File: config.mk
export PLATFORM = sky130hd
export DESIGN_NAME = one_wire_bus_master_top
export DESIGN_NICKNAME = d
export VERILOG_FILES = /design/src/rtl/owbm_pkg.sv /design/src/rtl/owbm_front.sv /design/src/rtl/owbm_queue.sv /design/src/rtl/owbm_engine.sv /design/src/rtl/one_wire_bus_master_top.sv
export SDC_FILE = /design/constraint.sdc
export NUM_CORES = 1
export LEC_CHECK = 0
export BUFFER_PORTS_ARGS = -buffer_cell sky130_fd_sc_hd__buf_2
export CORE_MARGIN = 2
export CORE_UTILIZATION = 45
export CTS_CLUSTER_DIAMETER = 40
export CTS_CLUSTER_SIZE = 16
export DETAILED_ROUTE_END_ITERATION = 8
export HOLD_SLACK_MARGIN = 0.12
export PLACE_DENSITY_LB_ADDON = 0.3
export RECOVER_POWER = 50
export SKIP_CTS_REPAIR_TIMING = 1
export SYNTH_ARGS = -nofsm -noshare
export SYNTH_HDL_FRONTEND = slang
export SYNTH_SLANG_ARGS = --single-unit
File: constraint.sdc
create_clock -name i_clk -period 18.8 [get_ports i_clk]
set_input_delay 2.82 -clock i_clk [delete_from_list [all_inputs] [get_ports i_clk]]
set_output_delay 2.82 -clock i_clk [all_outputs]
set_load 0.05 [all_outputs]
File: src/rtl/owbm_pkg.sv
// ============================================================================
// owbm_pkg: shared types and constants of the one-wire bus master
// Item payloads, the classified queue entry, the timing register set and
// its reset values, and the register index codes.
// ============================================================================
`default_nettype none

package owbm_pkg;

    // Width of one timing register
    localparam int unsigned CFG_W = 10;

    // Fixed length of the tail after each read sample
    localparam logic [CFG_W-1:0] READ_TAIL_TICKS = 10'd50;

    // Command codes carried by an input item
    typedef enum logic [1:0] {
        OP_NONE  = 2'd0,
        OP_RESET = 2'd1,
        OP_WRITE = 2'd2,
        OP_READ  = 2'd3
    } t_op;

    // Timing register index codes
    typedef enum logic [2:0] {
        REG_RESET_LOW    = 3'd0,
        REG_PRES_DELAY   = 3'd1,
        REG_RESET_TAIL   = 3'd2,
        REG_WR_ONE_LOW   = 3'd3,
        REG_WR_ZERO_LOW  = 3'd4,
        REG_WR_SLOT      = 3'd5,
        REG_RD_LOW       = 3'd6,
        REG_RD_SMP_DELAY = 3'd7
    } t_reg_idx;

    // Input item: one microsecond tick
    typedef struct packed {
        logic [1:0] cmd;
        logic [7:0] tx_byte;
        logic       line_in;
    } t_in;

    // Result item: bus drive and status for the tick
    typedef struct packed {
        logic       drive_low;
        logic       busy_res;
        logic       done_res;
        logic       presence;
        logic [7:0] rx_byte;
    } t_res;

    // Classified tick as held in the queue
    typedef struct packed {
        t_op        op;
        logic [7:0] tx_byte;
        logic       line_in;
    } t_entry;

    // Timing register set
    typedef struct packed {
        logic [CFG_W-1:0] reset_low_time;
        logic [CFG_W-1:0] presence_delay;
        logic [CFG_W-1:0] reset_tail_time;
        logic [CFG_W-1:0] write_one_low;
        logic [CFG_W-1:0] write_zero_low;
        logic [CFG_W-1:0] write_slot_time;
        logic [CFG_W-1:0] read_low_time;
        logic [CFG_W-1:0] read_sample_delay;
    } t_cfg;

    localparam t_cfg CFG_RESET = '{
        reset_low_time:    10'd480,
        presence_delay:    10'd70,
        reset_tail_time:   10'd410,
        write_one_low:     10'd6,
        write_zero_low:    10'd60,
        write_slot_time:   10'd70,
        read_low_time:     10'd4,
        read_sample_delay: 10'd8
    };

endpackage

`default_nettype wire

File: src/rtl/owbm_front.sv
// ============================================================================
// owbm_front: input side of the bus master
// Accepts tick items, decodes the command field and pushes the classified
// tick into the queue; stalls the sender while the queue is full.
// ============================================================================
`default_nettype none

module owbm_front (
    input  wire logic            i_in_valid,
    output logic                 o_in_stall,
    input  owbm_pkg::t_in        i_in_data,
    input  wire logic            i_q_full,
    output logic                 o_push,
    output owbm_pkg::t_entry     o_entry
);

    // Hold the sender off while the queue has no room
    assign o_in_stall = i_q_full;
    assign o_push     = i_in_valid & ~i_q_full;

    // Decode the command and pass the line sample and data along
    always_comb begin
        o_entry.tx_byte = i_in_data.tx_byte;
        o_entry.line_in = i_in_data.line_in;
        case (i_in_data.cmd)
            owbm_pkg::OP_RESET: o_entry.op = owbm_pkg::OP_RESET;
            owbm_pkg::OP_WRITE: o_entry.op = owbm_pkg::OP_WRITE;
            owbm_pkg::OP_READ:  o_entry.op = owbm_pkg::OP_READ;
            default:            o_entry.op = owbm_pkg::OP_NONE;
        endcase
    end

endmodule

`default_nettype wire

File: src/rtl/owbm_queue.sv
// ============================================================================
// owbm_queue: short queue between the front and the timing engine
// Register based FIFO of classified ticks; push and pop may share a cycle.
// ============================================================================
`default_nettype none

module owbm_queue #(
    parameter int unsigned DEPTH = 2
) (
    input  wire logic            i_clk,
    input  wire logic            i_rst_n,
    input  wire logic            i_push,
    input  owbm_pkg::t_entry     i_entry,
    output logic                 o_full,
    input  wire logic            i_pop,
    output logic                 o_valid,
    output owbm_pkg::t_entry     o_entry
);

    localparam int unsigned PW = (DEPTH > 1) ? $clog2(DEPTH) : 1;
    localparam int unsigned CW = $clog2(DEPTH + 1);
    localparam logic [PW-1:0] LAST = PW'(DEPTH - 1);

    owbm_pkg::t_entry r_mem [DEPTH];
    logic [PW-1:0]    r_wr_ptr, n_wr_ptr;
    logic [PW-1:0]    r_rd_ptr, n_rd_ptr;
    logic [CW-1:0]    r_count, n_count;
    logic             do_push, do_pop;

    assign o_full  = (r_count == CW'(DEPTH));
    assign o_valid = (r_count != '0);
    assign o_entry = r_mem[r_rd_ptr];

    assign do_push = i_push & ~o_full;
    assign do_pop  = i_pop & o_valid;

    // Advance the pointers with wrap and track the fill level
    always_comb begin
        n_wr_ptr = r_wr_ptr;
        n_rd_ptr = r_rd_ptr;
        n_count  = r_count;
        if (do_push) begin
            n_wr_ptr = (r_wr_ptr == LAST) ? '0 : r_wr_ptr + PW'(1);
        end
        if (do_pop) begin
            n_rd_ptr = (r_rd_ptr == LAST) ? '0 : r_rd_ptr + PW'(1);
        end
        if (do_push && !do_pop) begin
            n_count = r_count + CW'(1);
        end else if (do_pop && !do_push) begin
            n_count = r_count - CW'(1);
        end
    end

    always_ff @(posedge i_clk) begin
        if (!i_rst_n) begin
            r_wr_ptr <= '0;
            r_rd_ptr <= '0;
            r_count  <= '0;
        end else begin
            r_wr_ptr <= n_wr_ptr;
            r_rd_ptr <= n_rd_ptr;
            r_count  <= n_count;
        end
    end

    // Store the pushed entry
    always_ff @(posedge i_clk) begin
        if (do_push) begin
            r_mem[r_wr_ptr] <= i_entry;
        end
    end

endmodule

`default_nettype wire

File: src/rtl/owbm_engine.sv
// ============================================================================
// owbm_engine: timing engine of the bus master
// Runs the reset, write and read sequences one tick per popped item and
// registers the result of each tick in the output stage.
// ============================================================================
`default_nettype none

module owbm_engine (
    input  wire logic            i_clk,
    input  wire logic            i_rst_n,
    input  owbm_pkg::t_cfg       i_cfg,
    input  wire logic            i_q_valid,
    input  owbm_pkg::t_entry     i_q_entry,
    output logic                 o_q_pop,
    output logic                 o_out_valid,
    input  wire logic            i_out_stall,
    output owbm_pkg::t_res       o_out_data
);

    typedef enum logic [7:0] {
        PH_IDLE     = 8'b0000_0001,
        PH_RST_LOW  = 8'b0000_0010,
        PH_RST_WAIT = 8'b0000_0100,
        PH_RST_TAIL = 8'b0000_1000,
        PH_WR_SLOT  = 8'b0001_0000,
        PH_RD_LOW   = 8'b0010_0000,
        PH_RD_WAIT  = 8'b0100_0000,
        PH_RD_TAIL  = 8'b1000_0000
    } t_phase;

    typedef struct packed {
        t_phase      phase;
        logic [10:0] cnt;
        logic [2:0]  bidx;
        logic [7:0]  sh;
        logic        pres;
        logic [7:0]  rres;
    } t_st;

    typedef struct packed {
        t_st  st;
        logic done;
    } t_step;

    // Length of the running phase
    function automatic logic [owbm_pkg::CFG_W-1:0] f_len(t_phase p, owbm_pkg::t_cfg c);
        logic [owbm_pkg::CFG_W-1:0] len;
        case (p)
            PH_RST_LOW:  len = c.reset_low_time;
            PH_RST_WAIT: len = c.presence_delay;
            PH_RST_TAIL: len = c.reset_tail_time;
            PH_WR_SLOT:  len = c.write_slot_time;
            PH_RD_LOW:   len = c.read_low_time;
            PH_RD_WAIT:  len = c.read_sample_delay;
            PH_RD_TAIL:  len = owbm_pkg::READ_TAIL_TICKS;
            default:     len = '0;
        endcase
        return len;
    endfunction

    // Close the running phase if its time has run out
    function automatic t_step f_end(t_step s, logic line, owbm_pkg::t_cfg c);
        t_step                      r;
        logic [owbm_pkg::CFG_W-1:0] len;
        r   = s;
        len = f_len(s.st.phase, c);
        if (s.st.phase != PH_IDLE && s.st.cnt >= {1'b0, len}) begin
            r.st.cnt = '0;
            case (s.st.phase)
                PH_RST_LOW: begin
                    r.st.phase = PH_RST_WAIT;
                end
                PH_RST_WAIT: begin
                    r.st.pres  = ~line;
                    r.st.phase = PH_RST_TAIL;
                end
                PH_RST_TAIL: begin
                    r.st.phase = PH_IDLE;
                    r.done     = 1'b1;
                end
                PH_WR_SLOT: begin
                    if (len == '0) begin
                        // zero-length slots: every remaining bit ends now
                        r.st.sh    = '0;
                        r.st.bidx  = '0;
                        r.st.phase = PH_IDLE;
                        r.done     = 1'b1;
                    end else begin
                        r.st.sh = {1'b0, s.st.sh[7:1]};
                        if (s.st.bidx == 3'd7) begin
                            r.st.bidx  = '0;
                            r.st.phase = PH_IDLE;
                            r.done     = 1'b1;
                        end else begin
                            r.st.bidx = s.st.bidx + 3'd1;
                        end
                    end
                end
                PH_RD_LOW: begin
                    r.st.phase = PH_RD_WAIT;
                end
                PH_RD_WAIT: begin
                    r.st.sh    = {line, s.st.sh[7:1]};
                    r.st.phase = PH_RD_TAIL;
                end
                PH_RD_TAIL: begin
                    if (s.st.bidx == 3'd7) begin
                        r.st.bidx  = '0;
                        r.st.rres  = s.st.sh;
                        r.st.phase = PH_IDLE;
                        r.done     = 1'b1;
                    end else begin
                        r.st.bidx  = s.st.bidx + 3'd1;
                        r.st.phase = PH_RD_LOW;
                    end
                end
                default: begin
                    r.st.phase = PH_IDLE;
                end
            endcase
        end
        return r;
    endfunction

    t_st               r_st, n_st;
    owbm_pkg::t_res    r_out, n_out;
    logic              r_out_valid;
    logic              fire;
    t_step             s0, s1, s2, s3;
    logic [owbm_pkg::CFG_W-1:0] wr_low;

    // Take a tick when the output stage is free or being drained
    assign fire        = i_q_valid & (~r_out_valid | ~i_out_stall);
    assign o_q_pop     = fire;
    assign o_out_valid = r_out_valid;
    assign o_out_data  = r_out;

    // Start a command when idle, then close up to three expired phases
    always_comb begin
        s0.st   = r_st;
        s0.done = 1'b0;
        if (r_st.phase == PH_IDLE) begin
            case (i_q_entry.op)
                owbm_pkg::OP_RESET: begin
                    s0.st.cnt   = '0;
                    s0.st.bidx  = '0;
                    s0.st.phase = PH_RST_LOW;
                end
                owbm_pkg::OP_WRITE: begin
                    s0.st.cnt   = '0;
                    s0.st.bidx  = '0;
                    s0.st.sh    = i_q_entry.tx_byte;
                    s0.st.phase = PH_WR_SLOT;
                end
                owbm_pkg::OP_READ: begin
                    s0.st.cnt   = '0;
                    s0.st.bidx  = '0;
                    s0.st.sh    = '0;
                    s0.st.phase = PH_RD_LOW;
                end
                default: begin
                end
            endcase
        end
        s1 = f_end(s0, i_q_entry.line_in, i_cfg);
        s2 = f_end(s1, i_q_entry.line_in, i_cfg);
        s3 = f_end(s2, i_q_entry.line_in, i_cfg);
    end

    // Drive the line and advance the tick counter
    always_comb begin
        wr_low = s3.st.sh[0] ? i_cfg.write_one_low : i_cfg.write_zero_low;
        case (s3.st.phase)
            PH_RST_LOW, PH_RD_LOW: n_out.drive_low = 1'b1;
            PH_WR_SLOT:            n_out.drive_low = (s3.st.cnt < {1'b0, wr_low});
            default:               n_out.drive_low = 1'b0;
        endcase
        n_st = s3.st;
        if (s3.st.phase != PH_IDLE && s3.st.cnt != '1) begin
            n_st.cnt = s3.st.cnt + 11'd1;
        end
        n_out.busy_res = (s3.st.phase != PH_IDLE);
        n_out.done_res = s3.done;
        n_out.presence = s3.st.pres;
        n_out.rx_byte  = s3.st.rres;
    end

    // Sequencer state and output valid
    always_ff @(posedge i_clk) begin
        if (!i_rst_n) begin
            r_st.phase  <= PH_IDLE;
            r_st.cnt    <= '0;
            r_st.bidx   <= '0;
            r_st.sh     <= '0;
            r_st.pres   <= 1'b0;
            r_st.rres   <= '0;
            r_out_valid <= 1'b0;
        end else begin
            if (fire) begin
                r_st        <= n_st;
                r_out_valid <= 1'b1;
            end else if (!i_out_stall) begin
                r_out_valid <= 1'b0;
            end
        end
    end

    // Output payload
    always_ff @(posedge i_clk) begin
        if (fire) begin
            r_out <= n_out;
        end
    end

endmodule

`default_nettype wire

File: src/rtl/one_wire_bus_master_top.sv
// ============================================================================
// one_wire_bus_master_top: one-wire bus master
// Each input item is one microsecond tick with an optional command and the
// sampled bus level; each result item gives the bus drive and status.
//
//   channel   direction  handshake          payload
//   in        input      valid / stall      t_in  (cmd, tx_byte, line_in)
//   out       output     valid / stall      t_res (drive_low .. rx_byte)
//   cfg       input      valid / ready      3-bit index, 10-bit data
//
// One item per clock cycle sustained while the output is not stalled;
// the timing engine evaluates each tick combinationally, any zero-length
// phases included. Ticks are registered in the queue, then the output register.
// Reset is synchronous; it clears the queue, the engine and restores the
// timing registers to their defaults. No clearing pass.
// An output stall holds the result register; the queue then fills and the
// input stall rises once it is full. Config writes are always taken.
// ============================================================================
`default_nettype none

module one_wire_bus_master_top #(
    parameter int unsigned QUEUE_DEPTH = 2
) (
    input  wire logic            i_clk,
    input  wire logic            i_rst_n,
    input  wire logic            i_in_valid,
    output logic                 o_in_stall,
    input  owbm_pkg::t_in        i_in_data,
    output logic                 o_out_valid,
    input  wire logic            i_out_stall,
    output owbm_pkg::t_res       o_out_data,
    input  wire logic            i_cfg_valid,
    output logic                 o_cfg_ready,
    input  wire logic [2:0]      i_cfg_index,
    input  wire logic [owbm_pkg::CFG_W-1:0] i_cfg_data
);

    owbm_pkg::t_cfg   r_cfg;
    owbm_pkg::t_entry push_entry, head_entry;
    logic             push, q_full, q_valid, q_pop;

    // Timing register file
    assign o_cfg_ready = 1'b1;

    always_ff @(posedge i_clk) begin
        if (!i_rst_n) begin
            r_cfg <= owbm_pkg::CFG_RESET;
        end else if (i_cfg_valid) begin
            case (owbm_pkg::t_reg_idx'(i_cfg_index))
                owbm_pkg::REG_RESET_LOW:    r_cfg.reset_low_time    <= i_cfg_data;
                owbm_pkg::REG_PRES_DELAY:   r_cfg.presence_delay    <= i_cfg_data;
                owbm_pkg::REG_RESET_TAIL:   r_cfg.reset_tail_time   <= i_cfg_data;
                owbm_pkg::REG_WR_ONE_LOW:   r_cfg.write_one_low     <= i_cfg_data;
                owbm_pkg::REG_WR_ZERO_LOW:  r_cfg.write_zero_low    <= i_cfg_data;
                owbm_pkg::REG_WR_SLOT:      r_cfg.write_slot_time   <= i_cfg_data;
                owbm_pkg::REG_RD_LOW:       r_cfg.read_low_time     <= i_cfg_data;
                owbm_pkg::REG_RD_SMP_DELAY: r_cfg.read_sample_delay <= i_cfg_data;
                default: begin
                end
            endcase
        end
    end

    // Accept and classify ticks
    owbm_front u_front (
        .i_in_valid (i_in_valid),
        .o_in_stall (o_in_stall),
        .i_in_data  (i_in_data),
        .i_q_full   (q_full),
        .o_push     (push),
        .o_entry    (push_entry)
    );

    // Decouple front and engine
    owbm_queue #(
        .DEPTH (QUEUE_DEPTH)
    ) u_queue (
        .i_clk   (i_clk),
        .i_rst_n (i_rst_n),
        .i_push  (push),
        .i_entry (push_entry),
        .o_full  (q_full),
        .i_pop   (q_pop),
        .o_valid (q_valid),
        .o_entry (head_entry)
    );

    // Run the bus sequences
    owbm_engine u_engine (
        .i_clk       (i_clk),
        .i_rst_n     (i_rst_n),
        .i_cfg       (r_cfg),
        .i_q_valid   (q_valid),
        .i_q_entry   (head_entry),
        .o_q_pop     (q_pop),
        .o_out_valid (o_out_valid),
        .i_out_stall (i_out_stall),
        .o_out_data  (o_out_data)
    );

endmodule

`default_nettype wire
==> impl_metrics.toml <==
[run_status]
status = "finished, violations left"
violations = "max-capacitance violations, max-slew violations"

[timing]
min_period_ns = 15.05
hold-worst-slack_ns = 0.469
fin_worst_skew_ns = 0.0159
finalSetupViolCount = 0
final_hold_viol_count = 0
finalCritPeriodShare_pct = 80.0
max_freq_ghz = 0.0665
relSlewSlack_pct = -107
rsz0062_at_grt = "no"
worst_slew_pin_slew_ns = 3.11
setup-tns-final_ns = 0
report.final.slew_viol_count = 129

[finish]
area_growth_pct = 8.41
nets = 1547
layout-drive-gt1-share_pct = 8.63
antenna_cells = 0

[clock_tree]
clockBufferDepth = 2
htree_levels = 4
clkTransAtPathRegs_ns = 0.08
numCtsBuffers = 17
insertion_delay_ns = 0.44
cts_sinks = 159
ctsRootBufferMaster = "clkbuf_16"
cts_tree = "built"

[floorplan]
design.core.area_um2 = 25200
core.rowCount = 58
dieArea_um2 = 26900
top_level_ports = 44
start_util_pct = 45.8
die_h_um = 164
die_x_um = 164

[route]
viasPerCell = 6.58
routedWlPerCell_um = 24.8
first_pass_iters = 7
drtIter0Drc = 1482
routed_wl_mm = 44.9
remaining_drc_errors = 0
vias = 11900
final_antenna_net_count = 0

[synth]
syn-cell-area_um2 = 11500
ys_seq_area_share_pct = 30.5
yosys_warnings = 0
synth_area_per_cell_um2 = 7.77
yosys-top-cells-area = "dfxtp_1, edfxtp_1, nand2_1"
synth_top_area_share_pct = 21.7
ys_types = 95
synth-main-ff-cell = "dfxtp_1"
syn_nets = 1562
synth.largest_area_cell = "dfxtp_1"
synth_cells = 1486
synth_async_sr_flop_share_pct = 0
yosys-top-cells-count = "nand2_1, dfxtp_1, nor2_1, a21oi_1, a21boi_0"
synth-seq-cells = 159
synth_edf_count = 34
yosysMostFrequentCell = "nand2_1"

[worst_hold_path]
holdPathEnd = "r_cfg[38]"
hold_path_depth = 2
holdCritStartpoint = "r_cfg[38]"
hold_class = "flip-flop to flip-flop"

[setup_path]
r2r_end = "u_engine.o_out_data[11]"
worstPathArrival_ns = 15.32
crit_path_max_incr_delay_ns = 0.86
path_common_cell = "a21o_1"
r2r_cells = 59
path_max_fanout = 18
regToRegSetupSlack_ns = 3.75
critPathKind = "flip-flop to flip-flop"
worst_setup_path_start_kind = "flip-flop"
slowest_stage = "dfxtp_1"
cp-end-kind = "flip-flop"
required_ns = 19.07

[place]
port_buffers = 42
dp_hpwl_mm = 34.1
gp_congestion = 1.07

[global_routing]
grt_max_degree = 85
antenna_found_initial = 0
grt_pass1_vias = 10900
grt_usage_pct = 33.4
grt_pass1_wl_mm = 67.5
overflow = 0

[run]
drv_cap = 2
worst max-delay path by stage:
stage | from | endpoint | slack [ns] | cells after the start
after floorplan | u_engine.r_st[36] | u_engine.o_out_data[11] | 6.68 | 62
after global placement | flip-flop | u_engine.o_out_data[11] | 4.50 | 59
after detailed placement | flip-flop | u_engine.o_out_data[11] | 4.13 | 59
after CTS | flip-flop | u_engine.o_out_data[11] | 3.96 | 59
after global routing | flip-flop | u_engine.o_out_data[11] | 2.34 | 59
final | flip-flop | u_engine.o_out_data[11] | 3.75 | 59
worst max-delay path, delay by kind of cell, from the launching register on:
kind / cells / cell delay [ns]
AO/OA/AOI/OAI: 31 / 7.93
multiplexers: 2 / 0.60
AND/OR/NAND/NOR: 19 / 3.94
flip-flops: 1 / 0.86
adder cells (fa/ha/maj): 4 / 1.08
buffers and inverters: 3 / 0.40
flip-flops by register name, summed over array words and instances (netlist names), named ones only:
| register | cells |
|---|---|
| u_engine.r_st | 39 |
| u_queue.r_count | 2 |
| u_engine.o_out_valid | 1 |
| u_engine.o_out_data | 12 |
| u_queue.r_mem | 22 |
| r_cfg | 80 |
| u_queue.r_rd_ptr | 1 |
| u_queue.r_wr_ptr | 1 |
metrics by stage:
| stage | cells | util [%] | worst slack [ns] | cell area (um^2) |
|---|---|---|---|---|
| floorplan | 1486 | - | 6.68 | 11500 |
| global placement | 1782 | 47.3 | 4.50 | 11900 |
| detailed placement | 1782 | 47.3 | 4.13 | 11900 |
| CTS | 1814 | 49.8 | 3.96 | 12500 |
| global route | 1814 | 49.7 | 2.34 | 12500 |
| finish | 1814 | 49.7 | 3.75 | 12500 |
cells in the final DEF (no fill, tap or decap), types with 7 or more instances in the layout:
master	n
nand2_1	270
dfxtp_1	125
nor2_1	106
a21oi_1	70
a21boi_0	68
o21ai_0	63
nand3_1	55
a22oi_1	47
ha_1	47
inv_1	42
nor3_1	37
edfxtp_1	34
and2_1	32
mux2i_1	28
buf_2	26
a211oi_1	25
a31oi_1	22
clkbuf_16	20
and3_1	18
clkbuf_1	18
a21o_1	16
buf_4	16
nand2b_1	15
and4_1	15
nor2b_1	14
a22o_1	14
a221oi_1	13
o22ai_1	12
nand3b_1	11
o211ai_1	11
o21a_1	9
or2_2	8
o211a_1	8
nand4_1	8
nor4_1	8
nor3b_1	7
a32oi_1	7
cell type report:
type / count / area [um^2]
clock buffers: 21 / 504
clock inverters: 11 / 131
fillers: 2480 / 12700
inverters: 43 / 161
multi-input cells: 1191 / 7460
flip-flops and latches: 159 / 3520
well taps: 330 / 413
repair buffers: 59 / 314
routing by layer:
layer / share of wire [%] / GRT usage (%) / vias to the layer above
met5: 0 / 0 / -
met4: 4.2 / 13.7 / 0
met3: 11 / 7.75 / 135
met2: 43 / 49.9 / 713
met1: 42 / 46.2 / 5630
li1: - / - / 5463
kinds of logic after synthesis:
kind of cell,count (synthesis),share of synthesized area [%]
compound gates,469,29.2
xor+xnor,5,0.380
fa+ha+maj,47,5.10
buf+inv,136,5.00
flops,159,30.5
mux,34,3.01
other cells,1,0.0325
simple gates,635,26.8
Power is left out: the tool's default activity adds up to more than one toggle a clock period on the data nets, which glitch-free logic cannot reach.
